$ cat config.mk
export PLATFORM = sky130hd
export DESIGN_NAME = substring_first_match_finder
export DESIGN_NICKNAME = d
export VERILOG_FILES = /design/src/rtl/core/sfmf_pkg.sv /design/src/rtl/core/substring_first_match_finder.sv /design/src/rtl/core/sfmf_cell.sv /design/src/rtl/core/sfmf_out_buf.sv
export SDC_FILE = /design/constraint.sdc
export NUM_CORES = 1
export LEC_CHECK = 0
export BUFFER_PORTS_ARGS = -buffer_cell sky130_fd_sc_hd__buf_2
export CAP_MARGIN = 0
export CORE_AREA = 2 2 248 201
export CTS_BUF_LIST = sky130_fd_sc_hd__clkbuf_16
export DETAILED_ROUTE_END_ITERATION = 7
export DIE_AREA = 0 0 250 203
export GPL_TIMING_DRIVEN = 0
export SYNTH_ARGS = -nofsm -noshare
export SYNTH_HDL_FRONTEND = slang
export SYNTH_SLANG_ARGS = --single-unit
$ cat constraint.sdc
create_clock -name clk -period 6.9 [get_ports clk]
set_input_delay 0.345 -clock clk [delete_from_list [all_inputs] [get_ports clk]]
set_output_delay 0.345 -clock clk [all_outputs]
set_load 0.05 [all_outputs]
$ cat src/rtl/core/sfmf_pkg.sv
// Shared types and constants for the substring first-match finder.
`default_nettype none

package sfmf_pkg;

    // Fixed field widths
    localparam int BYTE_W    = 8;
    localparam int LEN_W     = 5;
    localparam int INDEX_W   = 16;
    localparam int CFG_W     = 64;
    localparam int CFG_IDX_W = 2;
    localparam int PAT_BYTES = 16;
    localparam int PAT_W     = PAT_BYTES * BYTE_W;

    // Parameter defaults
    localparam int PATTERN_MAX_DEF = 16;
    localparam int TEXT_MAX_DEF    = 65536;

    // Configuration register indexes
    typedef enum logic [CFG_IDX_W-1:0] {
        REG_PATTERN_LENGTH = 2'd0,
        REG_PATTERN_LOW    = 2'd1,
        REG_PATTERN_HIGH   = 2'd2
    } cfg_reg_t;

    // Control handed to every window cell
    typedef struct packed {
        logic             shift;
        logic             clear;
        logic [LEN_W-1:0] len;
    } cell_ctl_t;

    // One result beat
    typedef struct packed {
        logic               found;
        logic [INDEX_W-1:0] match_index;
    } result_t;

endpackage

`default_nettype wire

$ cat src/rtl/core/substring_first_match_finder.sv
// Top level of the substring first-match finder.
//
// Usage:
//   Input channel (in_valid/in_ready) carries one text byte per beat with
//   last_of_text marking the final byte of a text. Output channel
//   (out_valid/out_ready) carries found and match_index.
//   Each text yields exactly one result beat: found = 1 with the start index
//   of the first match (at the byte that completes it), or found = 0 with
//   index 0 on the final byte when nothing matched.
//   Configuration (cfg_write/cfg_index/cfg_data) sets the pattern length and
//   pattern bytes; write it only while no text is in flight.
// Timing:
//   One byte per cycle sustained while in_ready is high; the window compare
//   across the cell row is done in the accepting cycle. When the output slot
//   is free, the result beat is registered into it at the accepting edge, so
//   out_valid rises right after it and the beat can leave at the next edge.
//   When the receiver stalls, an output register plus one skid entry hold
//   results; in_ready drops only while both are occupied.
// Reset:
//   Clears the window, position, found flag and output beats; pattern
//   length resets to 1, pattern bytes to zero.
`default_nettype none

module substring_first_match_finder
    import sfmf_pkg::*;
#(
    parameter int PATTERN_MAX = PATTERN_MAX_DEF,
    parameter int TEXT_MAX    = TEXT_MAX_DEF
)
(
    input  wire logic                 clk,
    input  wire logic                 rst_n,
    input  wire logic                 cfg_write,
    input  wire logic [CFG_IDX_W-1:0] cfg_index,
    input  wire logic [CFG_W-1:0]     cfg_data,
    input  wire logic                 in_valid,
    output logic                      in_ready,
    input  wire logic [BYTE_W-1:0]    text_byte,
    input  wire logic                 last_of_text,
    output logic                      out_valid,
    input  wire logic                 out_ready,
    output logic                      found,
    output logic [INDEX_W-1:0]        match_index
);

    localparam int POS_SAT = TEXT_MAX + PATTERN_MAX;
    localparam int POS_W   = $clog2(POS_SAT + 1);
    localparam int CALC_W  = POS_W + 1;

    // Configuration registers
    logic [LEN_W-1:0] len_reg;
    logic [CFG_W-1:0] pat_low_reg;
    logic [CFG_W-1:0] pat_high_reg;

    always_ff @(posedge clk or negedge rst_n)
    begin
        if (!rst_n)
        begin
            len_reg      <= LEN_W'(1);
            pat_low_reg  <= '0;
            pat_high_reg <= '0;
        end
        else if (cfg_write)
        begin
            case (cfg_index)
                REG_PATTERN_LENGTH: len_reg      <= cfg_data[LEN_W-1:0];
                REG_PATTERN_LOW:    pat_low_reg  <= cfg_data;
                REG_PATTERN_HIGH:   pat_high_reg <= cfg_data;
                default:            ;
            endcase
        end
    end

    // Clamp pattern length to 1..PATTERN_MAX
    logic [LEN_W-1:0] len_used;

    always_comb
    begin
        if (len_reg == '0)
        begin
            len_used = LEN_W'(1);
        end
        else if (len_reg > LEN_W'(PATTERN_MAX))
        begin
            len_used = LEN_W'(PATTERN_MAX);
        end
        else
        begin
            len_used = len_reg;
        end
    end

    // Cell row
    logic                accept;
    cell_ctl_t           ctl;
    logic [PAT_W-1:0]    pattern;
    logic [BYTE_W-1:0]   chain [PATTERN_MAX+1];
    logic [PATTERN_MAX-1:0] hits;

    assign accept    = in_valid && in_ready;
    assign ctl.shift = accept;
    assign ctl.clear = accept && last_of_text;
    assign ctl.len   = len_used;
    assign pattern   = {pat_high_reg, pat_low_reg};
    assign chain[0]  = text_byte;

    for (genvar j = 0; j < PATTERN_MAX; j++)
    begin : g_cell
        sfmf_cell #(
            .IDX(j)
        ) u_cell (
            .clk     (clk),
            .rst_n   (rst_n),
            .ctl     (ctl),
            .pattern (pattern),
            .byte_in (chain[j]),
            .byte_out(chain[j+1]),
            .hit     (hits[j])
        );
    end

    // Position and found tracking
    logic [POS_W-1:0]  pos_reg;
    logic [POS_W-1:0]  pos_next;
    logic              found_reg;
    logic              found_next;
    logic [CALC_W-1:0] pos_plus;
    logic [CALC_W-1:0] start;
    logic              match_fire;
    logic              miss_fire;
    result_t           result;

    assign pos_plus   = CALC_W'(pos_reg) + CALC_W'(1);
    assign start      = pos_plus - CALC_W'(len_used);
    assign match_fire = !found_reg && (pos_plus >= CALC_W'(len_used))
                        && (start < CALC_W'(TEXT_MAX)) && (&hits);
    assign miss_fire  = !found_reg && !match_fire && last_of_text;

    always_comb
    begin
        pos_next   = pos_reg;
        found_next = found_reg;
        if (accept)
        begin
            if (last_of_text)
            begin
                pos_next   = '0;
                found_next = 1'b0;
            end
            else
            begin
                if (pos_reg < POS_W'(POS_SAT))
                begin
                    pos_next = pos_reg + POS_W'(1);
                end
                if (match_fire)
                begin
                    found_next = 1'b1;
                end
            end
        end
    end

    always_ff @(posedge clk or negedge rst_n)
    begin
        if (!rst_n)
        begin
            pos_reg   <= '0;
            found_reg <= 1'b0;
        end
        else
        begin
            pos_reg   <= pos_next;
            found_reg <= found_next;
        end
    end

    // Build the result beat
    assign result.found       = match_fire;
    assign result.match_index = match_fire ? INDEX_W'(start) : '0;

    result_t out_data;

    sfmf_out_buf u_out_buf (
        .clk       (clk),
        .rst_n     (rst_n),
        .push      (accept && (match_fire || miss_fire)),
        .push_data (result),
        .push_ready(in_ready),
        .out_valid (out_valid),
        .out_ready (out_ready),
        .out_data  (out_data)
    );

    assign found       = out_data.found;
    assign match_index = out_data.match_index;

endmodule

`default_nettype wire

$ cat src/rtl/core/sfmf_cell.sv
// One window cell: holds one text byte, passes it on, and compares against its pattern byte.
`default_nettype none

module sfmf_cell
    import sfmf_pkg::*;
#(
    parameter int IDX = 0
)
(
    input  wire logic              clk,
    input  wire logic              rst_n,
    input  wire cell_ctl_t         ctl,
    input  wire logic [PAT_W-1:0]  pattern,
    input  wire logic [BYTE_W-1:0] byte_in,
    output logic      [BYTE_W-1:0] byte_out,
    output logic                   hit
);

    localparam logic [LEN_W-1:0] MY_POS = LEN_W'(IDX);

    logic [BYTE_W-1:0]       byte_reg;
    logic [BYTE_W-1:0]       byte_next;
    logic [$clog2(PAT_BYTES)-1:0] sel;
    logic [BYTE_W-1:0]       expect_byte;

    // Pick the pattern byte that lines up with this window slot
    assign sel         = ($clog2(PAT_BYTES))'(ctl.len - LEN_W'(1) - MY_POS);
    assign expect_byte = pattern[sel*BYTE_W +: BYTE_W];

    // Slots beyond the pattern length always agree
    assign hit = (MY_POS >= ctl.len) || (byte_in == expect_byte);

    // Advance on each accepted beat, drop contents at end of text
    always_comb
    begin
        byte_next = byte_reg;
        if (ctl.clear)
        begin
            byte_next = '0;
        end
        else if (ctl.shift)
        begin
            byte_next = byte_in;
        end
    end

    always_ff @(posedge clk or negedge rst_n)
    begin
        if (!rst_n)
        begin
            byte_reg <= '0;
        end
        else
        begin
            byte_reg <= byte_next;
        end
    end

    assign byte_out = byte_reg;

endmodule

`default_nettype wire

$ cat src/rtl/core/sfmf_out_buf.sv
// Output register with a skid stage for result beats.
`default_nettype none

module sfmf_out_buf
    import sfmf_pkg::*;
(
    input  wire logic    clk,
    input  wire logic    rst_n,
    input  wire logic    push,
    input  wire result_t push_data,
    output logic         push_ready,
    output logic         out_valid,
    input  wire logic    out_ready,
    output result_t      out_data
);

    result_t out_reg;
    result_t out_next;
    result_t skid_reg;
    result_t skid_next;
    logic    out_valid_reg;
    logic    out_valid_next;
    logic    skid_valid_reg;
    logic    skid_valid_next;
    logic    out_free;

    // Output slot can take a beat this cycle
    assign out_free = !out_valid_reg || out_ready;

    // Move skid into output first; park a new beat in skid when output stalls
    always_comb
    begin
        out_next        = out_reg;
        skid_next       = skid_reg;
        out_valid_next  = out_valid_reg;
        skid_valid_next = skid_valid_reg;
        if (skid_valid_reg)
        begin
            if (out_free)
            begin
                out_next        = skid_reg;
                out_valid_next  = 1'b1;
                skid_valid_next = 1'b0;
            end
        end
        else if (push)
        begin
            if (out_free)
            begin
                out_next       = push_data;
                out_valid_next = 1'b1;
            end
            else
            begin
                skid_next       = push_data;
                skid_valid_next = 1'b1;
            end
        end
        else if (out_valid_reg && out_ready)
        begin
            out_valid_next = 1'b0;
        end
    end

    always_ff @(posedge clk or negedge rst_n)
    begin
        if (!rst_n)
        begin
            out_valid_reg  <= 1'b0;
            skid_valid_reg <= 1'b0;
        end
        else
        begin
            out_valid_reg  <= out_valid_next;
            skid_valid_reg <= skid_valid_next;
        end
    end

    always_ff @(posedge clk)
    begin
        out_reg  <= out_next;
        skid_reg <= skid_next;
    end

    assign push_ready = !skid_valid_reg;
    assign out_valid  = out_valid_reg;
    assign out_data   = out_reg;

endmodule

`default_nettype wire

Yosys cells after proc, flatten, opt, wreduce, memory -nomap -nowiden
Cells that the tools add are included.
Widths: inputs -> output; s select.

operators by class
  $add $sub $neg = 19
  mux-type cells = 48
  $lt $le $gt $ge = 20
  equal/unequal tests = 20
  bitwise gates (word level) = 2
  reductions and logical operators = 46
  shifts and indexed selects = 16

operators with widths
  cell                   number
  $shiftx 128x8->8       16
  $mux 8                 30
  $eq 8x8->1             16
  $mux 17                6
  $ge 4x5->1 const A     8
  $sub 4x4->4 const B    8
  $ge 3x5->1 const A     4
  $add 17x1->18 const B  1
  $ge 18x5->1            1
  $logic_or 1x1->1       18
  $lt 18x17->1 const B   1
  $sub 18x5->18          1
  $add 17x1->17 const B  1
  $lt 17x17->1 const B   1
  $mux 16                1
  $reduce_and 16->1      1
  $sub 4x3->4 const B    4
  $ge 1x5->1 const A     2
  $ge 2x5->1 const A     2
  $mux 5                 2
  $reduce_and 2->1       5
  $logic_and 1x1->1      9
  $mux 1                 9
  $reduce_bool 2->1      4
  12 further kinds       20

word-level totals
  bits of input ports = 80
  register bits after elaboration = 307
  word-level logic and storage cells = 197
  output and inout bits = 19

Depth between registers and ports, before layout
Gate-level depths: netlist of the first run.

  word-level depth = 17
  gate-level depth with buffers = 27

Cells and area by module
A second synthesis of the first run with hierarchy kept.

unflattened totals
  cells, all modules = 2,600
  area total of the unflattened synthesis = 33,219.4 µm²

modules (own cells, without submodules)
  module                          times used  cells each  area each (µm²)
  substring_first_match_finder    1           561         6,890.4
  sfmf_cell at g_cell[15].u_cell  1           166         1,717.9
  sfmf_cell at g_cell[4].u_cell   1           145         1,657.8
  sfmf_cell at g_cell[7].u_cell   1           152         1,630.3
  sfmf_cell at g_cell[13].u_cell  1           110         1,604.0
  sfmf_cell at g_cell[5].u_cell   1           109         1,601.5
  sfmf_cell at g_cell[9].u_cell   1           109         1,582.8
  sfmf_cell at g_cell[11].u_cell  1           125         1,579.0
  sfmf_cell at g_cell[3].u_cell   1           127         1,575.3
  sfmf_cell at g_cell[1].u_cell   1           108         1,571.5
  sfmf_cell at g_cell[6].u_cell   1           125         1,567.8
  sfmf_cell at g_cell[8].u_cell   1           109         1,488.9
  sfmf_cell at g_cell[10].u_cell  1           123         1,487.7
  sfmf_cell at g_cell[2].u_cell   1           123         1,486.4
  +4 rows                         --          --          --

Worst setup path after synthesis of the first run
Ideal clock, no wire load.

  kind = register to register
  from = register len_reg[2]
  to = register u_out_buf.skid_reg[0] in the netlist's numbering, enable pin
  setup time = 0.390 ns
  arrival time = 7.029 ns
  stages on the path, launching flop included = 25
  setup slack = -0.520 ns
  clock period less this slack = 7.420 ns
  cells stage by stage = dfrtp_1 -> buf_6 -> or4_4 -> buf_6 -> nand2_8 -> inv_8 -> clkbuf_1 -> ha_1 -> clkbuf_1 -> clkinv_1 -> clkbuf_1 -> ha_1 -> clkbuf_1 -> xnor2_1 -> buf_2 -> mux4_2 -> xor2_1 -> nor4_1 -> a21oi_1 -> a21oi_1 -> nand4b_1 -> or4_1 -> buf_6 -> buf_6 -> a211oi_2

between the ends
  longest elaborated chain between the ends = 16
  elaborated cells between the ends (all ways) = 97
  those cells by class = add/sub (17); order compare (19); eq/ne (16); shift (16); mux (2); reduce/logical (27)

ends and longest elaborated chain
  item                                 line                                 source
  start, declared                      substring_first_match_finder.sv:51   logic [LEN_W-1:0] len_reg;
  start signal, assigned               substring_first_match_finder.sv:66   REG_PATTERN_LENGTH: len_reg <= cfg_data[LEN_W-1:0];
  $gt 5x5->1                           substring_first_match_finder.sv:83   else if (len_reg > LEN_W'(PATTERN_MAX))
  $mux 5                               substring_first_match_finder.sv:83
  $mux 5 *                             substring_first_match_finder.sv:79   if (len_reg == '0)
  $sub 4x1->4                          sfmf_cell.sv:27                      assign sel = ($clog2(PAT_BYTES))'(ctl.len - LEN_W'(1) - MY_POS);
  $sub 4x1->4 (tied with other cells)  sfmf_cell.sv:27
  $shiftx 128x8->8                     sfmf_cell.sv:28                      assign expect_byte = pattern[sel*BYTE_W +: BYTE_W];
  $eq 8x8->1                           sfmf_cell.sv:31                      assign hit = (MY_POS >= ctl.len) || (byte_in == expect_byte);
  $logic_or 1x1->1                     sfmf_cell.sv:31
  $reduce_and 16->1                    substring_first_match_finder.sv:136  && (start < CALC_W'(TEXT_MAX)) && (&hits);
  $logic_and 1x1->1 *                  substring_first_match_finder.sv:136
  $logic_not 1->1                      substring_first_match_finder.sv:137  assign miss_fire = !found_reg && !match_fire && last_of_text;
  $logic_and 1x1->1 (2 in series)      substring_first_match_finder.sv:137
  $logic_or 1x1->1 *                   substring_first_match_finder.sv:187  .push (accept && (match_fire || miss_fire)),
  $logic_and 1x1->1 *                  substring_first_match_finder.sv:187
  $reduce_and 3->1 (no source line) *  --
  end signal, assigned                 sfmf_out_buf.sv:82                   skid_reg <= skid_next;
  end, declared                        sfmf_out_buf.sv:19                   result_t skid_reg;

Mark *: on every way between the ends. The rest lies on a longest branch, timed or not.
A chain may end at the register's enable or synchronous reset.

Worst setup path after layout of the first run
  from = register len_reg[4]
  to = register u_out_buf.skid_reg[13] in the netlist's numbering, enable pin

Same word-level chain as after synthesis.

==> out/metrics.yaml, run 1 <==
cts_tree: "yes"
io_buffers: 98
startpoint_type: "flop"
synthCells: 2168
final_common_cell: "nand2_1"
overflow: 0
min_period_ns: 6.89
crit_path_max_fanout: 12
largest_reg_flops: 120
path_class: "flop to flop"
maxSlewHeadroom: 0.270
drive_gt1_frac: 0.217
place_ws_ns: -2.87
layout_common_cells: "323 x nand2_1, 270 x dfrtp_1, 195 x o21ai_0"
core-area_um2: 48100
dp_hpwl_um: 79600
io_pins: 99
grtUsageTotal: 0.388
start_util: 0.449
grt_max_degree: 125
leakage_uw: 0.0101
fmax_mhz: 145
synth_area_per_cell_um2: 9.96
async_reset_ff_frac: 0.889
clkTransAtPathRegs_ns: 0.06
hold_violations: 0
critical_path_arrival_ns: 7.22
maxCapViolCount: 0
die_area_um2: 50800
fin_tns_setup_ns: 0
status: "complete, no violations"
setup_viol_count_final: 0
htreeDepth: 1
grt_pass1_wl_um: 141000
ant_nets: 0
report.final.slew_viol_count: 0
cts_root_buf: "clkbuf_16"
grt_antenna_before_repair: 3
cpMostUsedCell: "buf_6"
setup_ws_ns: 0.00780
clock_path_buffers: 3
slowest_stage: "or4_4"
dr.pass1.iters: 8
worst_pin_slew_ns: 1.09
nets: 2492
finalWirelength_um: 99200
slowest_delay_ns: 0.56
synthesis.area_um2: 21600
num_rows: 72
route.vias.total: 20300
drtIter0Drc: 2613
synth-edff-count: 34
drc_errors: 0
fin_crit_sh: 0.999
n_fill_cell: 4347
finalPower_uw: 10300
syn_to_final_growth_pct: 16.6
yosys_warnings: 0
power.density_nw_per_um2: 409
yosysSeqAreaShare: 0.364
synth.distinct_cells: 81
timing.hold.ws_ns: 0.0178
multi_input_area_um2: 13200
crit_path_end_kind: "flop"
place_congestion: 1.06
die_w_um: 250
synth_seq_cells: 307
worstHoldPathType: "primary input to flop"
clock_latency_ns: 0.63
synth_nets: 2270
cts_made_buffers: 31
fin_util: 0.523
regArea_um2: 7860
grt_pass1_vias: 19200
worst-path-buf-inv: 12
clock-sinks: 307
viasPerCell: 6.68
fin_skew_ns: 0.0209
cp.required_ns: 7.23
yosys_most_used_dff: "dfrtp_1"
vdd_ir_drop_max_mv: 0.267
die_h_um: 203
wl_per_cell_um: 32.6
cp_top_family: "simple AND/OR/NAND/NOR gates"
diodes: 0
power by group:
group / switching (uW) / leakage (uW) / internal [uW]
sequential: 425 / 0.00381 / 2000
combinational: 3760 / 0.00578 / 2450
clock: 773 / 0.000501 / 894
total: 4960 / 0.0101 / 5340
synthesized netlist by cell type, types with 20 or more instances:
library cell  instances  share of area
nand3_1              25         0.0058
mux4_2               94          0.098
a31oi_1              24         0.0070
xor2_1               78          0.032
a22oi_1              50          0.017
mux2i_1             123          0.057
o22ai_1              24         0.0070
clkbuf_1            142          0.025
mux2_2              151          0.079
a221oi_1             35          0.014
edfxtp_1             34          0.047
nand2_1             324          0.056
xnor2_1              79          0.032
nor3_1               27         0.0063
a22o_1               28          0.011
ha_1                 21          0.012
inv_1                20         0.0035
a21oi_1              51          0.012
dfrtp_1             272           0.32
o21ai_0             195          0.045
nor4_1               24         0.0070
nor2_1               85          0.015
o31ai_1              20         0.0070
per-stage QoR:
step,instance area [um^2],std cells
finish,25200,3044
global placement,22900,2895
detailed placement,23000,2898
floorplan,21600,2168
global route,25200,3044
CTS,24900,3033
area by class of cell:
| type | count | area share |
|---|---|---|
| buffer | 173 | 0.0320 |
| multi-input combinational | 1658 | 0.523 |
| sequential | 307 | 0.312 |
| tap | 629 | 0.0313 |
| inverter | 25 | 0.00427 |
| clock inverter | 27 | 0.00775 |
| timing repair buffer | 194 | 0.0584 |
| clock buffer | 31 | 0.0308 |
logic make-up after synthesis:
family,Yosys count,share of synthesized area
mux,368,0.234
compound gates,547,0.171
flops,307,0.364
fa+ha+maj,22,0.0131
xor+xnor,157,0.0637
simple gates,564,0.115
buf+inv,203,0.0397
path summary, 6_finish.rpt:
| check | from | end | slack, ns | depth (start not counted) |
|---|---|---|---|---|
| setup / recovery | len_reg[4] | u_out_buf.skid_reg[13] | 0.008 | 28 |
| hold / removal | cfg_data[0] | pat_high_reg[0] | 0.02 | 2 |
| setup reg to reg | len_reg[4] | u_out_buf.skid_reg[13] | 0.008 | 28 |
| hold reg to reg | g_cell[14].u_cell.byte_out[1] | g_cell[14].u_cell.byte_out[1] | 0.51 | 2 |
| max in group asynchronous | rst_n | pat_high_reg[51] | 5.72 | 3 |
| min in group asynchronous | rst_n | pat_low_reg[2] | 0.22 | 2 |
what timing repair did:
item	in CTS	in global routing
endpoints found under the setup margin	71	45
hold buffers	69	0
resized for setup	38	59
endpoints found under the hold margin	174	0
pin swaps	6	7
cloned	0	1
buffers inserted	10	13
routing by layer:
layer	GRT usage	vias up	wire [um]
met5	0	-	36
met4	0.109	6	3340
met3	0.132	191	13000
met2	0.542	1219	39800
met1	0.567	10400	43000
li1	-	8543	-
Note: power is estimated with default switching activity, not from simulation.
==> inputs of run 2 (changes only) <==
Settings changed: REMOVE_ABC_BUFFERS from default to 1.
==> out/metrics.yaml, run 2 (synthesized netlist as in run 1, its figures left out) <==
worst-path-buf-inv: 7
num_rows: 72
die_h_um: 203
finalPower_uw: 10300
fin_crit_sh: 0.979
crit_path_end_kind: "flop"
path_class: "flop to flop"
grt_antenna_before_repair: 3
start_util: 0.449
largest_reg_flops: 120
crit_path_max_fanout: 39
cp.required_ns: 7.32
timing.rr.end: "u_out_buf.skid_reg[12]"
clkTransAtPathRegs_ns: 0.06
fin_tns_setup_ns: 0
slowest_delay_ns: 0.79
fin_util: 0.518
hold_path_depth: 2
rrSetupSlack_ns: 0.15
cpMostUsedCell: "ha_4"
grt_max_degree: 113
io_buffers: 98
nets: 2320
grtUsageTotal: 0.297
htreeDepth: 2
wl_per_cell_um: 26.6
cts_root_buf: "clkbuf_16"
critical_path_arrival_ns: 7.17
drive_gt1_frac: 0.240
min_period_ns: 6.75
report.final.slew_viol_count: 0
clock_latency_ns: 0.59
maxSlewHeadroom: 0.128
path_depth: 23
slowest_stage: "or4_2"
fmax_mhz: 148
rsz0062_at_grt: "false"
place_congestion: 0.994
met1_length_um: 32300
cp_cell_sequence: "buf_12, or4_4, nand2_8, inv_8, ha_4, buf_16, clkinv_16, ha_4, nor2b_1, a211oi_1, mux2i_2, xnor2_4, buf_8, buf_6, mux4_2, xor2_2, nand4_1, nor3_2, o22a_1, nand4b_1, buf_4, or4_2, nor2_1"
route.met3.wl_um: 8990
wl_met2_um: 32700
worstHoldStart: "cfg_data[27]"
clock-sinks: 307
core-area_um2: 48100
vdd_ir_drop_max_mv: 0.237
clock_path_buffers: 3
syn_to_final_growth_pct: 15.4
worstHoldPathType: "primary input to flop"
hold_violations: 0
die_w_um: 250
reg2reg_depth: 23
drtIter0Drc: 2520
final_area_um2: 24900
dr.pass1.iters: 7
dp_hpwl_um: 52200
startpoint_type: "flop"
drc_errors: 0
cp-startpoint: "len_reg[4]"
cts_tree: "yes"
die_area_um2: 50800
grt_pass1_vias: 17800
maxCapViolCount: 0
layout_common_cells: "323 x nand2_1, 268 x dfrtp_1, 195 x o21ai_0"
grt_pass1_wl_um: 114000
power.density_nw_per_um2: 411
cp_top_family: "simple AND/OR/NAND/NOR gates"
route.vias.total: 18900
top_layer_used: "met5"
viasPerCell: 6.58
fin_skew_ns: 0.0276
place_area_um2: 22800
n_fill_cell: 4252
final_common_cell: "nand2_1"
io_pins: 99
setup_viol_count_final: 0
ant_nets: 0
overflow: 0
status: "complete, no violations"
worst_pin_slew_ns: 1.30
leakage_uw: 0.0100
r2r_start: "len_reg[4]"
finalWirelength_um: 76400
cts_made_buffers: 36
min_to: "pat_low_reg[27]"
-- run 2: area by class of cell --
type	count	area (um^2)	share of cell area
inverters	25	135	0.00542
multi-input cells	1661	13200	0.530
clock buffers	38	951	0.0382
flip-flops and latches	307	7870	0.316
repair buffers	186	1690	0.0679
diodes	1	2.50	0.000100
clock inverters	25	262	0.0105
well taps	629	787	0.0316
repair inverters	1	5.00	0.000201
-- run 2: worst max path at each step --
stage / to
finish: u_out_buf.skid_reg[12]
global route: u_out_buf.skid_reg[12]
CTS: u_out_buf.skid_reg[5]
detailed placement: u_out_buf.skid_reg[16]
global placement: u_out_buf.skid_reg[16]
floorplan: u_out_buf.skid_reg[0]
-- run 2: routing by layer --
metal,track usage,vias to the layer above
met5,0,-
met4,0.102,4
met1,0.422,9386
met3,0.0767,171
li1,-,8217
met2,0.441,1128
-- run 2: worst reg2reg max path, stage by stage (launching register included) --
cell	delay (ns)
dfrtp_4	0.52
buf_12	0.19
or4_4	0.54
nand2_8	0.15
inv_8	0.16
ha_4	0.39
buf_16	0.23
clkinv_16	0.21
ha_4	0.28
nor2b_1	0.15
a211oi_1	0.28
mux2i_2	0.17
xnor2_4	0.21
buf_8	0.17
buf_6	0.18
mux4_2	0.37
xor2_2	0.21
nand4_1	0.36
nor3_2	0.30
o22a_1	0.23
nand4b_1	0.15
buf_4	0.18
or4_2	0.79
nor2_1	0.19
-- run 2: per-stage QoR --
stage,hold WS (ns),setup WS (ns),cells
after global routing,0.0120,0.0236,2872
after detailed placement,0.393,-4.20,2749
after floorplan,0.0494,-3.89,1990
after CTS,0.0000961,0.00864,2855
final,0.0106,0.147,2873
after global placement,0.482,-9.42,2717
-- run 2: power breakdown --
| part | total (uW) | switching (uW) | internal (uW) |
|---|---|---|---|
| clock network | 2020 | 834 | 1190 |
| logic | 5970 | 3550 | 2410 |
| registers | 2260 | 256 | 2010 |
-- run 2: timing repair --
action                     in CTS  in global routing
setup buffers                  15                 15
pin swaps                       9                  5
setup endpoints to repair      71                 68
gates resized for setup        30                 14
cloned                          4                  1
hold endpoints to repair      126                  0
hold buffers                   24                  0
